`config.mk`:
```
export PLATFORM = sky130hd
export DESIGN_NAME = ppp_row
export DESIGN_NICKNAME = d
export VERILOG_FILES = /design/src/hw/rtl/ppp_pkg.sv /design/src/hw/rtl/ppp_row.sv
export SDC_FILE = /design/constraint.sdc
export NUM_CORES = 2
export LEC_CHECK = 0
export BUFFER_PORTS_ARGS = -buffer_cell sky130_fd_sc_hd__buf_4
export CORE_UTILIZATION = 50
export DETAILED_ROUTE_END_ITERATION = 7
export PLACE_DENSITY = 0.68
export SYNTH_ARGS = -nofsm -noshare
export SYNTH_HDL_FRONTEND = slang
export SYNTH_SLANG_ARGS = --single-unit
```
`constraint.sdc`:
```
create_clock -name clk_i -period 7.52 [get_ports clk_i]
set_input_delay 1.128 -clock clk_i [delete_from_list [all_inputs] [get_ports clk_i]]
set_output_delay 1.128 -clock clk_i [all_outputs]
set_load 0.03 [all_outputs]
```
`src/hw/rtl/ppp_pkg.sv`:
```
// Shared types and constants for the perspective point projection core.
// No dependencies; every other file of the block imports this package.
package ppp_pkg;

  localparam int unsigned InW  = 16;  // input coordinate width
  localparam int unsigned CoW  = 32;  // coefficient width
  localparam int unsigned PrW  = 48;  // product width
  localparam int unsigned SumW = 51;  // row sum width at Q.28
  localparam int unsigned NumW = 56;  // numerator magnitude width (16 * sum)
  localparam int unsigned DenW = 51;  // denominator magnitude width
  localparam int unsigned QW   = 20;  // quotient and output width
  localparam int unsigned CfgW = 64;  // widest configuration register

  localparam logic signed [SumW-1:0] WOne = SumW'(1) << 28;
  localparam logic signed [QW-1:0] ProjMax = {1'b0, {(QW-1){1'b1}}};
  localparam logic signed [QW-1:0] ProjMin = {1'b1, {(QW-1){1'b0}}};

  typedef enum logic [2:0] {
    REG_ROW0_XY   = 3'd0,
    REG_ROW0_ZOFF = 3'd1,
    REG_ROW1_XY   = 3'd2,
    REG_ROW1_ZOFF = 3'd3,
    REG_ROW2_XY   = 3'd4,
    REG_ROW2_Z    = 3'd5
  } cfg_reg_e;

  typedef enum logic [1:0] {
    STAT_OK   = 2'd0,
    STAT_ZERO = 2'd1,
    STAT_SAT  = 2'd2
  } status_e;

  // Data that travels down the divider chain for both coordinates.
  typedef struct packed {
    logic [NumW-1:0] rem_x;
    logic [NumW-1:0] rem_y;
    logic [DenW-1:0] den;
    logic [QW-1:0]   q_x;
    logic [QW-1:0]   q_y;
    logic            neg_x;
    logic            neg_y;
    logic            ovf_x;
    logic            ovf_y;
    logic            zero;
  } div_t;

endpackage

```
`src/hw/rtl/ppp_row.sv`:
```
// One matrix row: three products in one stage, their sum plus offset in the next.
// Depends on ppp_pkg.
module ppp_row
  import ppp_pkg::*;
(
  input  logic                   clk_i,
  input  logic                   en_i,
  input  logic signed [InW-1:0]  x_i,
  input  logic signed [InW-1:0]  y_i,
  input  logic signed [InW-1:0]  z_i,
  input  logic signed [CoW-1:0]  cx_i,
  input  logic signed [CoW-1:0]  cy_i,
  input  logic signed [CoW-1:0]  cz_i,
  input  logic signed [SumW-1:0] off_i,
  output logic signed [SumW-1:0] sum_o
);

  logic signed [PrW-1:0]  px_q, py_q, pz_q;
  logic signed [SumW-1:0] off_q, sum_q;

  always_ff @(posedge clk_i) begin
    if (en_i) begin
      px_q  <= cx_i * x_i;
      py_q  <= cy_i * y_i;
      pz_q  <= cz_i * z_i;
      off_q <= off_i;
      sum_q <= SumW'(px_q) + SumW'(py_q) + SumW'(pz_q) + off_q;
    end
  end

  assign sum_o = sum_q;

endmodule

```
==> Word level (Yosys, flattened, before mapping) <==
Index checks and enable logic that the tools add are counted.
{ "totals": {"register_bits": 246, "input_bits": 197, "output_inout_bits": 51, "word_cells": 11} }
{ "classes": {"add_sub_neg": 3, "multipliers": 3} }
{ "op_table": {"columns": ["cell", "count"], "rows": [
  ["multiplier 32 x 16 -> 48 bit", 3],
  ["adder 50 x 51 -> 51 bit", 1],
  ["adder 49 x 48 -> 50 bit", 1],
  ["adder 48 x 48 -> 49 bit", 1]
]} }

==> Depth between registers and ports, before layout <==
{ "depth": {"depth_word": 3, "depth_mapped": 26, "mapped_depth_nobuf": 25} }

==> Worst setup path after synthesis <==
No wires, ideal clock.
{ "synth_path": {"path_type": "input-to-reg", "startpoint": "input port y_i[7]", "endpoint": "register py_q[46], data pin", "setup_time_ps": 260, "arrival_time_ps": 7093, "path_slack_ps": 167, "stages": 24, "path_buffers": 1, "cell_sequence": "clkbuf_1 -> nand2_1 -> fa_1 -> inv_1 -> fa_1 -> inv_1 -> fa_1 -> inv_1 -> fa_1 -> fa_1 -> inv_1 -> fa_1 -> inv_1 -> ha_1 -> a21o_1 -> a21o_1 -> a21oi_2 -> o21ai_2 -> o32a_1 -> or4_4 -> a311oi_2 -> nor2_2 -> a221oi_2 -> xnor2_1"} }
{ "synth_via": {"elab_chain_len": 1} }
{ "synth_lines": {"columns": ["element", "line", "text"], "rows": [
  ["start, declared", "ppp_row.sv:9", "input logic signed [InW-1:0] y_i,"],
  ["multiplier 32 x 16 -> 48 bit", "ppp_row.sv:24", "py_q <= cy_i * y_i;"],
  ["end signal, assigned", "ppp_row.sv:24", null],
  ["end, declared", "ppp_row.sv:18", "logic signed [PrW-1:0] px_q, py_q, pz_q;"]
]} }
No other way between the ends.
A chain may end at the register's enable or synchronous reset.

==> Worst setup path after layout <==
{ "layout_path": {"startpoint": "input port x_i[1]", "endpoint": "register px_q[42], data pin"} }
{ "layout_via": {"elab_chain_len": 1} }
{ "layout_lines": {"columns": ["element", "line", "text"], "rows": [
  ["start, declared", "ppp_row.sv:8", "input logic signed [InW-1:0] x_i,"],
  ["multiplier 32 x 16 -> 48 bit", "ppp_row.sv:23", "px_q <= cx_i * x_i;"],
  ["end signal, assigned", "ppp_row.sv:23", null],
  ["end, declared", "ppp_row.sv:18", null]
]} }
No other way between the ends.

==> flow_summary.toml <==
[run_status]
outcome = "complete, no violations"

[sta]
relSlewSlack_pct = 32.1
finalMaxSlewViolations = 0
fmax_mhz = 140
worst_pin_slew_ps = 1020
grt_setup_unrepaired = "false"
layout_min_cycle_time_ps = 7150
setup_viol = 0
hold_violations = 0
min_period_over_period_pct = 95.1
fin_worst_skew_ps = 11.0

[yosys]
synth_common_cells = "inv_1 (1690), fa_1 (1556), nand2_1 (914), and2_1 (630), ha_1 (393)"
synth.distinct_cells = 72
ys_seq_area_share_pct = 11.3
synth_nets = 8949
synth.largest_area_cell = "fa_1"
ys_seq_elements = 246
synth.area.top_cells = "fa_1 (48%), edfxtp_1 (11%), inv_1 (9.7%)"
synthFlopType = "edfxtp_1"
synth_most_common_cell = "inv_1"
synth_top_area_share_pct = 47.7
yosys_warnings = 0
synth_edf_count = 246
syn_inst = 6803
async_flop_share_pct = 0
netlist_area_um2 = 65300
syn_area_per_cell_um2 = 9.59

[final_layout]
finalNetCount = 9319
area_growth_syn_to_layout_pct = 10.4
fillCellCount = 11600
seqCellArea_um2 = 7390
multi_input_area_um2 = 50500
final_cell_area_um2 = 72100
drive_gt1_share_pct = 9.33

[drt]
drc = 0
wl_per_cell_um = 18.6
drtIter0Drc = 3203
antenna_left = 0
firstDrtPassIters = 5
routed_wirelength_um = 166000
avgViaCountPerCell = 5.24
vias = 46900

[floorplan]
die_area_um2 = 132000
coreArea_um2 = 129000
dieWidth_um = 363
initial_utilization_pct = 50.4
die_h_um = 363
io_pins = 248
num_rows = 132

[global_routing]
gr-usage-met1_pct = 36.0
grt_pass1_wl_um = 272000
antenna_found_initial = 12
grt_pass1_vias = 50900
grt_use_met3_pct = 2.93
gr-max-usage-layer = "met2"
grt_overflow_total = 0
grtUsageTotal_pct = 26.3
use_met2_pct = 44.3
grt_max_degree = 189

[worst_setup_path]
cp_common_cell = "fa_1"
worstPathRequired_ps = 7820
timing.critical_path.buf_inv = 5
critPathTopFamily = "adder cells"
critPathMaxStageDelay_ps = 560
cp-start-kind = "input port"
critPathArrivalTime_ps = 7450
r2r_slack_ps = 2270
criticalPathCategory = "in -> reg"
reg2regPathDepth = 15
end_kind = "flop"
crit_chain = "buf_4, nand2_1, fa_1, fa_1, inv_1, fa_1, inv_1, fa_1, fa_1, fa_1, inv_1, ha_1, a211oi_1, o21ai_0, a21oi_1, o221ai_1, o311a_1, o21ai_1, a21boi_1, buf_4, a211oi_1, o21bai_1, xor2_1"
crit_path_top_delay_cell = "fa_1"
cp_max_fo = 12
r2r-end = "sum_o[49]$_DFFE_PP_"
r2r_start = "pz_q[1]$_DFFE_PP_"

[place]
hpwl_um = 144000
place_area_um2 = 71200
port_buffers = 247
routabilityCongestion = 0.927

[min_path]
hold_path_end = "sum_o[0]$_DFFE_PP_"
min_from = "off_q[0]$_DFFE_PP_"
worstHoldPathCells = 1
hp-class = "reg -> reg"

[cts]
cts.sinks = 246
clk_latency_ps = 560
cts_setup_buffers = 0
path_clk_slew_ps = 70
clockBufferDepth = 3
numCtsBuffers = 27
clock-root-buffer = "clkbuf_16"
cts_tree = "yes"
cts-resized-gates = 0
htreeDepth = 1
hold_buffers = 0

[run]
maxCapViolCount = 0
==> area by class of cell <==
class,count,area share [%]
flip-flops and latches,246,10.2
clock inverters,22,0.279
repair buffers,607,6.59
inverters,1693,8.82
well taps,1742,3.02
clock buffers,27,0.937
diodes,3,0.0104
multi-input cells,4598,70.1
==> state kept, by name, indices dropped and copies added, names as in the netlist <==
name / count
off_q: 51
px_q: 48
sum_o: 51
pz_q: 48
py_q: 48
==> metal layers <==
layer  up-vias  part of all wire, %
li1      20800                    -
met1     24300                   41
met2      1501                   49
met3       260                  6.5
met4         2                  3.3
met5         -               0.0078
==> worst max path at each step <==
stage	start	endpoint	slack, ps	depth (start not counted)
after CTS	z_i[1]	pz_q[41]$_DFFE_PP_	400	22
final	x_i[1]	px_q[42]$_DFFE_PP_	370	23
after floorplan	y_i[7]	py_q[46]$_DFFE_PP_	170	24
after detailed placement	x_i[1]	px_q[40]$_DFFE_PP_	-190	22
after global routing	z_i[2]	pz_q[42]$_DFFE_PP_	100	24
after global placement	x_i[1]	px_q[40]$_DFFE_PP_	-140	22
==> logic make-up (layout without fill, tap and decap cells) <==
family	Yosys count	count (layout)	synth area share (%)
AO/OA/AOI/OAI	552	552	5.52
flip-flops	246	246	11.3
AND/OR/NAND/NOR	1906	1906	14.1
other	0	3	0
buffers and inverters	1959	2349	11.3
adder cells (fa/ha/maj)	1949	1949	55.3
XOR/XNOR	191	191	2.56
==> through the flow <==
step | worst slack (ps) | setup TNS (ps) | util, % | hold WS [ps] | instances
finish | 369 | 0 | 55.7 | 581 | 8938
global route | 98.8 | 0 | 55.7 | 598 | 8936
CTS | 396 | 0 | 55.7 | 581 | 8935
detailed placement | -185 | -1550 | 55.0 | 557 | 8886
global placement | -137 | -534 | 55.0 | 573 | 8886
floorplan | 167 | 0 | - | 526 | 6803
==> layout by cell type (no fill, tap or decap), drive strengths merged, types with 21 or more instances in the layout <==
cell type,n
inv,1695
fa,1556
nand2,914
and2,630
buf,607
ha,393
edfxtp,246
nor2,179
a21oi,172
xnor2,137
a21o,97
o21ai,91
xor2,54
nand2b,46
o21bai,28
clkbuf,27
o21a,26
nand3,23
nand4,23
a211oi,21
Power is not shown: default switching activity piles up to over one toggle a cycle in this logic, so the estimate is an artifact.
